[src/dlr_pkg.sv]
// Shared types and constants for the styled DDA line rasterizer.
`default_nettype none

package dlr_pkg;

   localparam int COORD_BITS = 12;
   localparam int LEN_BITS   = COORD_BITS + 1;
   localparam int STYLE_BITS = 2;

   localparam logic OP_START = 1'b0;
   localparam logic OP_STEP  = 1'b1;

   // dash pattern periods, centre-line thresholds and the residue at the first step
   localparam int DOT_PERIOD    = 25;
   localparam int DASH_PERIOD   = 15;
   localparam int CENTRE_PERIOD = 20;
   localparam int CENTRE_ON     = 10;
   localparam int CENTRE_DOT    = 15;
   localparam int FIRST_STEP_N  = 2;

   typedef enum logic [STYLE_BITS-1:0] {
      STYLE_SOLID  = 2'd0,
      STYLE_DOTTED = 2'd1,
      STYLE_DASHED = 2'd2,
      STYLE_CENTRE = 2'd3
   } style_type;

   typedef struct packed {
      logic                         opcode;
      logic signed [COORD_BITS-1:0] start_x;
      logic signed [COORD_BITS-1:0] start_y;
      logic signed [COORD_BITS-1:0] end_x;
      logic signed [COORD_BITS-1:0] end_y;
   } req_type;

   typedef struct packed {
      logic signed [COORD_BITS-1:0] pixel_x;
      logic signed [COORD_BITS-1:0] pixel_y;
      logic                         draw;
      logic                         last_point;
      logic                         point_valid;
   } rsp_type;

   typedef struct packed {
      logic      restart;
      logic      advance;
      style_type style;
   } style_ctl_type;

endpackage

`default_nettype wire

[src/dlr_div.sv]
// Iterative restoring divider, one quotient bit per cycle, for the step increments.
`default_nettype none

module dlr_div #(
   parameter int FRAC_BITS = 16
) (
   input  wire logic                          clock,
   input  wire logic                          reset,
   input  wire logic                          start,
   input  wire logic [dlr_pkg::LEN_BITS-1:0]  num,
   input  wire logic [dlr_pkg::LEN_BITS-1:0]  den,
   output logic                               done,
   output logic [FRAC_BITS:0]                 quot
);
   import dlr_pkg::*;

   localparam int CNT_BITS = $clog2(FRAC_BITS + 1);

   logic [LEN_BITS:0]   rem_ff, rem_in;
   logic [LEN_BITS-1:0] den_ff, den_in;
   logic [FRAC_BITS:0]  quot_ff, quot_in;
   logic [CNT_BITS-1:0] cnt_ff, cnt_in;
   logic                busy_ff, busy_in;
   logic                done_ff, done_in;

   logic                ge;
   logic [LEN_BITS:0]   diff;
   logic [LEN_BITS:0]   rem_sel;

   assign ge      = rem_ff >= {1'b0, den_ff};
   assign diff    = rem_ff - {1'b0, den_ff};
   assign rem_sel = ge ? diff : rem_ff;

   always_comb begin
      rem_in  = rem_ff;
      den_in  = den_ff;
      quot_in = quot_ff;
      cnt_in  = cnt_ff;
      busy_in = busy_ff;
      done_in = 1'b0;
      if (start) begin
         rem_in  = {1'b0, num};
         den_in  = den;
         quot_in = '0;
         cnt_in  = '0;
         busy_in = 1'b1;
      end else if (busy_ff) begin
         rem_in  = {rem_sel[LEN_BITS-1:0], 1'b0};
         quot_in = {quot_ff[FRAC_BITS-1:0], ge};
         cnt_in  = cnt_ff + CNT_BITS'(1);
         if (cnt_ff == CNT_BITS'(FRAC_BITS)) begin
            busy_in = 1'b0;
            done_in = 1'b1;
         end
      end
   end

   always_ff @(posedge clock) begin
      rem_ff  <= rem_in;
      den_ff  <= den_in;
      quot_ff <= quot_in;
      cnt_ff  <= cnt_in;
      if (reset) begin
         busy_ff <= 1'b0;
         done_ff <= 1'b0;
      end else begin
         busy_ff <= busy_in;
         done_ff <= done_in;
      end
   end

   assign done = done_ff;
   assign quot = quot_ff;

endmodule

`default_nettype wire

[src/dlr_style.sv]
// Dash pattern tracker: running step residues and the draw decision per style.
`default_nettype none

module dlr_style (
   input  wire logic                   clock,
   input  wire logic                   reset,
   input  wire dlr_pkg::style_ctl_type ctl,
   output logic                        draw
);
   import dlr_pkg::*;

   localparam int DOT_W    = $clog2(DOT_PERIOD);
   localparam int DASH_W   = $clog2(DASH_PERIOD);
   localparam int CENTRE_W = $clog2(CENTRE_PERIOD);

   logic [DOT_W-1:0]    dot_ff, dot_in;
   logic [DASH_W-1:0]   dash_ff, dash_in;
   logic [CENTRE_W-1:0] ctr_ff, ctr_in;
   logic                even_ff, even_in;

   always_comb begin
      dot_in  = dot_ff;
      dash_in = dash_ff;
      ctr_in  = ctr_ff;
      even_in = even_ff;
      if (ctl.restart) begin
         dot_in  = DOT_W'(FIRST_STEP_N);
         dash_in = DASH_W'(FIRST_STEP_N);
         ctr_in  = CENTRE_W'(FIRST_STEP_N);
         even_in = 1'b1;
      end else if (ctl.advance) begin
         dot_in  = (dot_ff == DOT_W'(DOT_PERIOD - 1)) ? '0 : dot_ff + DOT_W'(1);
         dash_in = (dash_ff == DASH_W'(DASH_PERIOD - 1)) ? '0 : dash_ff + DASH_W'(1);
         ctr_in  = (ctr_ff == CENTRE_W'(CENTRE_PERIOD - 1)) ? '0 : ctr_ff + CENTRE_W'(1);
         even_in = ~even_ff;
      end
   end

   always_ff @(posedge clock) begin
      if (reset) begin
         dot_ff  <= DOT_W'(FIRST_STEP_N);
         dash_ff <= DASH_W'(FIRST_STEP_N);
         ctr_ff  <= CENTRE_W'(FIRST_STEP_N);
         even_ff <= 1'b1;
      end else begin
         dot_ff  <= dot_in;
         dash_ff <= dash_in;
         ctr_ff  <= ctr_in;
         even_ff <= even_in;
      end
   end

   always_comb begin
      case (ctl.style)
         STYLE_SOLID:  draw = 1'b1;
         STYLE_DOTTED: draw = (dot_ff == '0);
         STYLE_DASHED: draw = even_ff && (dash_ff != '0);
         STYLE_CENTRE: draw = ctr_ff inside {[0:CENTRE_ON], CENTRE_DOT};
         default:      draw = 1'b1;
      endcase
   end

endmodule

`default_nettype wire

[src/dda_line_rasterizer_styled_top.sv]
// Top level of the styled DDA line rasterizer: sequencer, accumulators, output register.
//
//   channel   direction  handshake            payload
//   req_      in         req_valid/req_stall  dlr_pkg::req_type
//   rsp_      out        rsp_valid/rsp_stall  dlr_pkg::rsp_type
//   csr_      in         csr_wr_en            line_style, 2 bits
//
// Step item: its point is registered the next cycle after it is accepted.
// Start item: first point registered the next cycle; for a nonzero length the two
//   increments are computed, x then y, in the shared bit-serial divider, req_stall high.
// Reset is synchronous; after it no line is active and the style is solid.
// req_stall is also high while the output register holds a stalled item.
`default_nettype none

module dda_line_rasterizer_styled_top #(
   parameter int FRAC_BITS = 16
) (
   input  wire logic                                clock,
   input  wire logic                                reset,
   input  wire logic                                req_valid,
   output logic                                     req_stall,
   input  wire dlr_pkg::req_type                    req_data,
   output logic                                     rsp_valid,
   input  wire logic                                rsp_stall,
   output dlr_pkg::rsp_type                         rsp_data,
   input  wire logic                                csr_wr_en,
   input  wire logic [dlr_pkg::STYLE_BITS-1:0]      csr_wr_data
);
   import dlr_pkg::*;

   localparam int ACC_BITS = 1 + COORD_BITS + FRAC_BITS;
   localparam int INC_BITS = FRAC_BITS + 2;
   localparam logic signed [ACC_BITS-1:0] HALF_FIX = ACC_BITS'(1) <<< (FRAC_BITS - 1);

   typedef enum logic [2:0] {
      ST_IDLE  = 3'b001,
      ST_DIV_X = 3'b010,
      ST_DIV_Y = 3'b100
   } state_type;

   state_type                    state_ff, state_in;
   logic signed [ACC_BITS-1:0]   x_acc_ff, x_acc_in, y_acc_ff, y_acc_in;
   logic signed [INC_BITS-1:0]   x_inc_ff, x_inc_in, y_inc_ff, y_inc_in;
   logic [LEN_BITS-1:0]          step_cnt_ff, step_cnt_in;
   logic [LEN_BITS-1:0]          line_len_ff, line_len_in;
   logic                         active_ff, active_in;
   logic [LEN_BITS-1:0]          y_mag_ff, y_mag_in;
   logic                         x_neg_ff, x_neg_in, y_neg_ff, y_neg_in;
   style_type                    style_ff;
   logic                         rsp_valid_ff, rsp_valid_in;
   rsp_type                      rsp_data_ff, rsp_data_in;

   logic                         req_fire, rsp_fire, is_start;
   logic signed [LEN_BITS-1:0]   dx, dy;
   logic [LEN_BITS-1:0]          x_mag, y_mag, len;
   logic signed [ACC_BITS-1:0]   x_start, y_start, x_sum, y_sum;
   logic [LEN_BITS-1:0]          step_next;
   logic                         div_start, div_done;
   logic [LEN_BITS-1:0]          div_num, div_den;
   logic [FRAC_BITS:0]           div_quot;
   logic signed [INC_BITS-1:0]   quot_ext, quot_neg;
   style_ctl_type                style_ctl;
   logic                         style_draw;

   function automatic logic signed [COORD_BITS-1:0] to_pixel(
      input logic signed [ACC_BITS-1:0] acc
   );
      logic signed [COORD_BITS:0]   int_part;
      logic                         round_up;
      logic signed [COORD_BITS+1:0] p;
      logic                         fits;
      int_part = acc[ACC_BITS-1:FRAC_BITS];
      round_up = acc[ACC_BITS-1] && (|acc[FRAC_BITS-1:0]);
      p        = {int_part[COORD_BITS], int_part} + (COORD_BITS+2)'(round_up);
      fits     = (p[COORD_BITS+1] == p[COORD_BITS]) && (p[COORD_BITS] == p[COORD_BITS-1]);
      if (fits)
         return p[COORD_BITS-1:0];
      else if (p[COORD_BITS+1])
         return {1'b1, {(COORD_BITS-1){1'b0}}};
      else
         return {1'b0, {(COORD_BITS-1){1'b1}}};
   endfunction

   assign req_stall = (state_ff != ST_IDLE) || (rsp_valid_ff && rsp_stall);
   assign req_fire  = req_valid && !req_stall;
   assign rsp_fire  = rsp_valid_ff && !rsp_stall;
   assign is_start  = (req_data.opcode == OP_START);

   // start item geometry
   assign dx    = $signed({req_data.end_x[COORD_BITS-1], req_data.end_x})
                - $signed({req_data.start_x[COORD_BITS-1], req_data.start_x});
   assign dy    = $signed({req_data.end_y[COORD_BITS-1], req_data.end_y})
                - $signed({req_data.start_y[COORD_BITS-1], req_data.start_y});
   assign x_mag = dx[LEN_BITS-1] ? LEN_BITS'(-dx) : LEN_BITS'(dx);
   assign y_mag = dy[LEN_BITS-1] ? LEN_BITS'(-dy) : LEN_BITS'(dy);
   assign len   = (x_mag >= y_mag) ? x_mag : y_mag;

   always_comb begin
      x_start = $signed({req_data.start_x[COORD_BITS-1], req_data.start_x,
                         {FRAC_BITS{1'b0}}});
      y_start = $signed({req_data.start_y[COORD_BITS-1], req_data.start_y,
                         {FRAC_BITS{1'b0}}});
      if (dx[LEN_BITS-1])
         x_start = x_start - HALF_FIX;
      else if (dx != '0)
         x_start = x_start + HALF_FIX;
      if (dy[LEN_BITS-1])
         y_start = y_start - HALF_FIX;
      else if (dy != '0)
         y_start = y_start + HALF_FIX;
   end

   assign x_sum     = x_acc_ff + ACC_BITS'(x_inc_ff);
   assign y_sum     = y_acc_ff + ACC_BITS'(y_inc_ff);
   assign step_next = step_cnt_ff + LEN_BITS'(1);

   // shared divider: x axis at start, y axis once x is done
   assign div_start = (req_fire && is_start && (len != '0))
                   || ((state_ff == ST_DIV_X) && div_done);
   assign div_num   = (state_ff == ST_DIV_X) ? y_mag_ff : x_mag;
   assign div_den   = (state_ff == ST_DIV_X) ? line_len_ff : len;
   assign quot_ext  = $signed({1'b0, div_quot});
   assign quot_neg  = -quot_ext;

   dlr_div #(
      .FRAC_BITS (FRAC_BITS)
   ) u_div (
      .clock (clock),
      .reset (reset),
      .start (div_start),
      .num   (div_num),
      .den   (div_den),
      .done  (div_done),
      .quot  (div_quot)
   );

   assign style_ctl.restart = req_fire && is_start;
   assign style_ctl.advance = req_fire && !is_start && active_ff;
   assign style_ctl.style   = style_ff;

   dlr_style u_style (
      .clock (clock),
      .reset (reset),
      .ctl   (style_ctl),
      .draw  (style_draw)
   );

   always_comb begin
      state_in     = state_ff;
      x_acc_in     = x_acc_ff;
      y_acc_in     = y_acc_ff;
      x_inc_in     = x_inc_ff;
      y_inc_in     = y_inc_ff;
      step_cnt_in  = step_cnt_ff;
      line_len_in  = line_len_ff;
      active_in    = active_ff;
      y_mag_in     = y_mag_ff;
      x_neg_in     = x_neg_ff;
      y_neg_in     = y_neg_ff;
      rsp_valid_in = rsp_fire ? 1'b0 : rsp_valid_ff;
      rsp_data_in  = rsp_data_ff;

      case (state_ff)
         ST_IDLE: begin
            if (req_fire) begin
               rsp_valid_in = 1'b1;
               if (is_start) begin
                  x_acc_in    = x_start;
                  y_acc_in    = y_start;
                  x_inc_in    = '0;
                  y_inc_in    = '0;
                  step_cnt_in = '0;
                  line_len_in = len;
                  active_in   = (len != '0);
                  y_mag_in    = y_mag;
                  x_neg_in    = dx[LEN_BITS-1];
                  y_neg_in    = dy[LEN_BITS-1];
                  rsp_data_in.pixel_x     = to_pixel(x_start);
                  rsp_data_in.pixel_y     = to_pixel(y_start);
                  rsp_data_in.draw        = 1'b1;
                  rsp_data_in.last_point  = (len == '0);
                  rsp_data_in.point_valid = 1'b1;
                  if (len != '0)
                     state_in = ST_DIV_X;
               end else if (active_ff) begin
                  x_acc_in    = x_sum;
                  y_acc_in    = y_sum;
                  step_cnt_in = step_next;
                  active_in   = (step_next < line_len_ff);
                  rsp_data_in.pixel_x     = to_pixel(x_sum);
                  rsp_data_in.pixel_y     = to_pixel(y_sum);
                  rsp_data_in.draw        = style_draw;
                  rsp_data_in.last_point  = (step_next >= line_len_ff);
                  rsp_data_in.point_valid = 1'b1;
               end else begin
                  rsp_data_in = '0;
               end
            end
         end
         ST_DIV_X: begin
            if (div_done) begin
               x_inc_in = x_neg_ff ? quot_neg : quot_ext;
               state_in = ST_DIV_Y;
            end
         end
         ST_DIV_Y: begin
            if (div_done) begin
               y_inc_in = y_neg_ff ? quot_neg : quot_ext;
               state_in = ST_IDLE;
            end
         end
         default: begin
            state_in = ST_IDLE;
         end
      endcase
   end

   always_ff @(posedge clock) begin
      x_acc_ff    <= x_acc_in;
      y_acc_ff    <= y_acc_in;
      x_inc_ff    <= x_inc_in;
      y_inc_ff    <= y_inc_in;
      step_cnt_ff <= step_cnt_in;
      line_len_ff <= line_len_in;
      y_mag_ff    <= y_mag_in;
      x_neg_ff    <= x_neg_in;
      y_neg_ff    <= y_neg_in;
      rsp_data_ff <= rsp_data_in;
      if (reset) begin
         state_ff     <= ST_IDLE;
         active_ff    <= 1'b0;
         rsp_valid_ff <= 1'b0;
         style_ff     <= STYLE_SOLID;
      end else begin
         state_ff     <= state_in;
         active_ff    <= active_in;
         rsp_valid_ff <= rsp_valid_in;
         if (csr_wr_en)
            style_ff <= style_type'(csr_wr_data);
      end
   end

   assign rsp_valid = rsp_valid_ff;
   assign rsp_data  = rsp_data_ff;

endmodule

`default_nettype wire

[config.mk]
export PLATFORM = sky130hd
export DESIGN_NAME = dda_line_rasterizer_styled_top
export DESIGN_NICKNAME = d
export VERILOG_FILES = /design/src/dlr_pkg.sv /design/src/dlr_div.sv /design/src/dlr_style.sv /design/src/dda_line_rasterizer_styled_top.sv
export SDC_FILE = /design/constraint.sdc
export NUM_CORES = 1
export LEC_CHECK = 0
export BUFFER_PORTS_ARGS = -buffer_cell sky130_fd_sc_hd__buf_2
export CORE_AREA = 5 5 238 240
export DETAILED_ROUTE_END_ITERATION = 12
export DIE_AREA = 0 0 243 245
export SLEW_MARGIN = 20
export SYNTH_ARGS = -nofsm -noshare
export SYNTH_HDL_FRONTEND = slang
export SYNTH_SLANG_ARGS = --single-unit
[constraint.sdc]
create_clock -name clock -period 7.7 [get_ports clock]
set_clock_uncertainty 0.05 [all_clocks]
set_input_delay 1.54 -clock clock [delete_from_list [all_inputs] [get_ports clock]]
set_output_delay 1.54 -clock clock [all_outputs]
set_load 0.01 [all_outputs]
==> results.sh <==
export IMPL_syn_inst=2144
export IMPL_setup_viol=0
export IMPL_routabilityCongestion=0.933
export IMPL_hold_path_startpoint="u_div.rem_ff[13]$_SDFFE_PP0P_"
export IMPL_r2r_start="x_acc_ff[0]$_SDFFCE_PN0P_"
export IMPL_drive_gt1_share_pct=9.61
export IMPL_cp_startpoint="req_data[26]"
export IMPL_drv_slew=0
export IMPL_die_y_um=245
export IMPL_initial_core_util_pct=34.5
export IMPL_cts_resized=0
export IMPL_crit_required_ns=7.90
export IMPL_via_per_inst=5.53
export IMPL_min_period_over_period_pct=91.4
export IMPL_yosys_area_top_type_share_pct=30.0
export IMPL_seq_area_frac_synth_pct=35.0
export IMPL_dpl_cell_area_um2=20200
export IMPL_avgSynthCellArea_um2=8.77
export IMPL_grt_start_max_net_pins=72
export IMPL_cts_sink_count=235
export IMPL_synth_edff_count=188
export IMPL_grt_setup_unrepaired="false"
export IMPL_critical_path_peak_fanout=25
export IMPL_fin_ws_ns=0.665
export IMPL_antennaDiodeCount=0
export IMPL_path_delay_family="compound AO/OA/AOI/OAI gates"
export IMPL_slowest_delay_ns=0.53
export IMPL_h_tree_depth=1
export IMPL_first_iter_violations=1185
export IMPL_hold_path_class="register to register"
export IMPL_cts_hold_buffers_added=0
export IMPL_clockBufferDepth=3
export IMPL_worstPathCellList="buf_2 -> inv_1 -> ha_1 -> or2_1 -> o21ai_0 -> a21oi_1 -> o221a_2 -> or4_1 -> nand2b_1 -> nand2_1 -> xor2_1 -> buf_4 -> ha_1 -> a21o_1 -> a21o_1 -> a221oi_1 -> o21a_1 -> nor3_1 -> o211ai_1 -> a221oi_2 -> a311oi_2 -> a21oi_4 -> inv_2 -> buf_4"
export IMPL_status="completed"
export IMPL_clock_root_buffer="clkbuf_16"
export IMPL_drt_total_wl_um=53900
export IMPL_die_width_um=243
export IMPL_worst_path_buf_inv=5
export IMPL_startpoint_type="primary input"
export IMPL_p_switching_mw=1.78
export IMPL_switching_share_pct=37.0
export IMPL_cts_tree="built"
export IMPL_grt_pass1_vias=15686
export IMPL_syn_nets=2345
export IMPL_drv_cap=0
export IMPL_yosys_area_share_simple_pct=20.9
export IMPL_numCtsBuffers=27
export IMPL_ys_types=92
export IMPL_critPathSlowestCell="or4_1"
export IMPL_p_int_mw=3.03
export IMPL_synth_top_family_by_area="simple AND/OR/NAND/NOR gates"
export IMPL_fin_nets=2428
export IMPL_design_area_um2=21000
export IMPL_area_growth_pct=11.7
export IMPL_drc_errors=0
export IMPL_yosysTopAreaCell="edfxtp_1"
export IMPL_worstPathArrival_ns=7.23
export IMPL_die_area_um2=59500
export IMPL_synthArstFlopShare_pct=0
export IMPL_drtPass1Iterations=6
export IMPL_synth_xor_area_share_pct=8.90
export IMPL_overflow=0
export IMPL_synth_seq_cells=235
export IMPL_post_drt_wl_per_cell_um=18.3
export IMPL_power_density_nw_per_um2=229
export IMPL_synth_fa_ha_area_share_pct=9.85
export IMPL_worstSetupPathType="primary input to register"
export IMPL_clock_latency_ns=0.55
export IMPL_synthFlopType="edfxtp_1"
export IMPL_synth_mux_area_fraction_pct=3.04
export IMPL_drtAntennaViolNets=0
export IMPL_pre_cts_slack_ns=0.131
export IMPL_leakage_nw=8.38
export IMPL_ios=85
export IMPL_slew_headroom_pct=32.5
export IMPL_min_period_ns=7.03
export IMPL_yosysWarnings=0
export IMPL_row_count=86
export IMPL_hpwl_um=42000
export IMPL_antenna_found_initial=0
export IMPL_grt_pass1_wl_um=85100
export IMPL_hold_viol_final=0
export IMPL_path_clk_slew_ns=0.06
export IMPL_port_buffers=84
export IMPL_tns_ns=0
export IMPL_power_mw=4.81
export IMPL_worst_pin_slew_ns=1.01
export IMPL_num_vias=16333
export IMPL_vdd_ir_drop_max_mv=0.140
export IMPL_cp_end_kind="register"
export IMPL_p_clk_share_pct=25.2
export IMPL_track_usage_pct=17.4
export IMPL_core_area_um2=54400
export IMPL_synth_compound_area_share_pct=18.1
export IMPL_comb_power_share_pct=40.5
export IMPL_seq_power_share_pct=34.2
export IMPL_netlist_area_um2=18800
export IMPL_fmax_ghz=0.142
export IMPL_post_cts_buffers=0
export IMPL_synth_area_leaders="edfxtp_1, ha_1, dfxtp_1"
-- layer usage --
metal	share of wire, %	up-vias	track usage, %
met5	0	-	0
met4	2.6	0	4.72
met3	4.2	76	1.62
met2	47	445	29.9
met1	46	7814	23.6
li1	-	7998	-
-- final timing paths --
check / endpoint / slack [ns] / cells past startpoint
max: u_div.den_ff[8]$_DFFE_PP_ / 0.67 / 24
min: u_div.rem_ff[13]$_SDFFE_PP0P_ / 0.43 / 2
max reg2reg: rsp_data[22]$_DFFE_PP_ / 1.49 / 20
min reg2reg: u_div.rem_ff[13]$_SDFFE_PP0P_ / 0.43 / 2
-- worst reg2reg max path: stages, from the launching register on --
cell and delay (ns):
edfxtp_1 0.37, ha_1 0.25, fa_1 0.43, a211o_1 0.30, a21oi_1 0.20, o21ai_1 0.25, nand3_1 0.16, and2_1 0.17
o21ai_0 0.20, a21o_1 0.23, a21oi_1 0.17, xnor2_1 0.10, nor4_1 0.54, nor2_1 0.09, ha_1 0.24, ha_1 0.24
nand3_1 0.17, o41ai_1 0.10, a31oi_1 0.76, o2111ai_1 0.69, nand3_1 0.32
-- power by group through the flow --
stage | Clock [mW] | Combinational [mW] | Sequential (mW)
4_1_cts | 1.25 | 1.94 | 1.65
3_5_place_dp | 0 | 1.92 | 1.67
2_1_floorplan | 0 | 1.36 | 1.65
6_report | 1.22 | 1.95 | 1.65
5_1_grt | 1.30 | 2.16 | 1.66
3_3_place_gp | 0 | 1.89 | 1.67
-- placed cells by master, fill, tap and decap left out, drive strengths merged, types with 15 or more instances in the layout --
cell type    n
a211oi      24
a21o        34
a21oi      143
a31oi       15
and2        56
and3        23
buf        128
clkbuf      39
dfxtp       47
edfxtp     188
ha         140
inv        130
mux2i       50
nand2      195
nand2b      17
nand3       74
nand4       35
nor2       243
nor2b       17
nor3        42
nor4        18
o211ai      32
o21a        21
o21ai      102
or3         26
xnor2      103
xor2        88
-- cell families after synthesis --
| kind of cell | count (synthesis) |
|---|---|
| AND/OR/NAND/NOR | 807 |
| AO/OA/AOI/OAI | 507 |
| flip-flops | 235 |
| buffers and inverters | 203 |
| XOR/XNOR | 191 |
| adder cells (fa/ha/maj) | 145 |
| multiplexers | 56 |
-- sequential cells by signal (all words and copies together) (netlist names) --
| name | flops |
|---|---|
| x_neg_ff | 1 |
| u_div.busy_ff | 1 |
| x_acc_ff | 29 |
| style_ff | 2 |
| y_mag_ff | 13 |
| u_div.quot | 17 |
| y_neg_ff | 1 |
| u_style.even_ff | 1 |
| u_style.ctr_ff | 5 |
| step_cnt_ff | 13 |
| x_inc_ff | 18 |
| u_div.den_ff | 13 |
| line_len_ff | 13 |
| active_ff | 1 |
| rsp_data | 27 |
| y_acc_ff | 29 |
| y_inc_ff | 18 |
| u_div.rem_ff | 14 |
| u_div.done | 1 |
| state_ff | 3 |
| rsp_valid | 1 |
| u_div.cnt_ff | 5 |
| u_style.dash_ff | 4 |
| u_style.dot_ff | 5 |
-- Yosys cell counts (23+ instances only) --
cell	instances
inv_1	126
clkbuf_1	64
nand2_1	195
ha_1	140
a21o_1	34
xnor2_1	103
and3_1	23
o21ai_0	100
nand4_1	34
nand3_1	74
a21oi_1	142
nor3_1	41
nor2_1	243
dfxtp_1	47
or3_1	26
edfxtp_1	188
mux2i_1	49
xor2_1	88
o211ai_1	32
and2_1	55
-- area by class of cell --
cell class                 count  area, um^2
clock buffer                  39         792
inverter                     129         484
tap                          704         881
timing repair buffer         128         751
fill                        5511       33400
clock inverter                10        48.8
sequential                   235        6590
multi-input combinational   1706       11500
-- per-stage QoR --
step           hold WS [ns]  util [%]  cells
2_1_floorplan         0.397         -   2144
3_3_place_gp          0.414      37.0   2902
3_5_place_dp          0.417      37.0   2902
4_1_cts               0.427      38.6   2951
5_1_grt               0.436      38.6   2951
6_report              0.427      38.6   2951
Note: power is estimated with default switching activity, not from simulation.
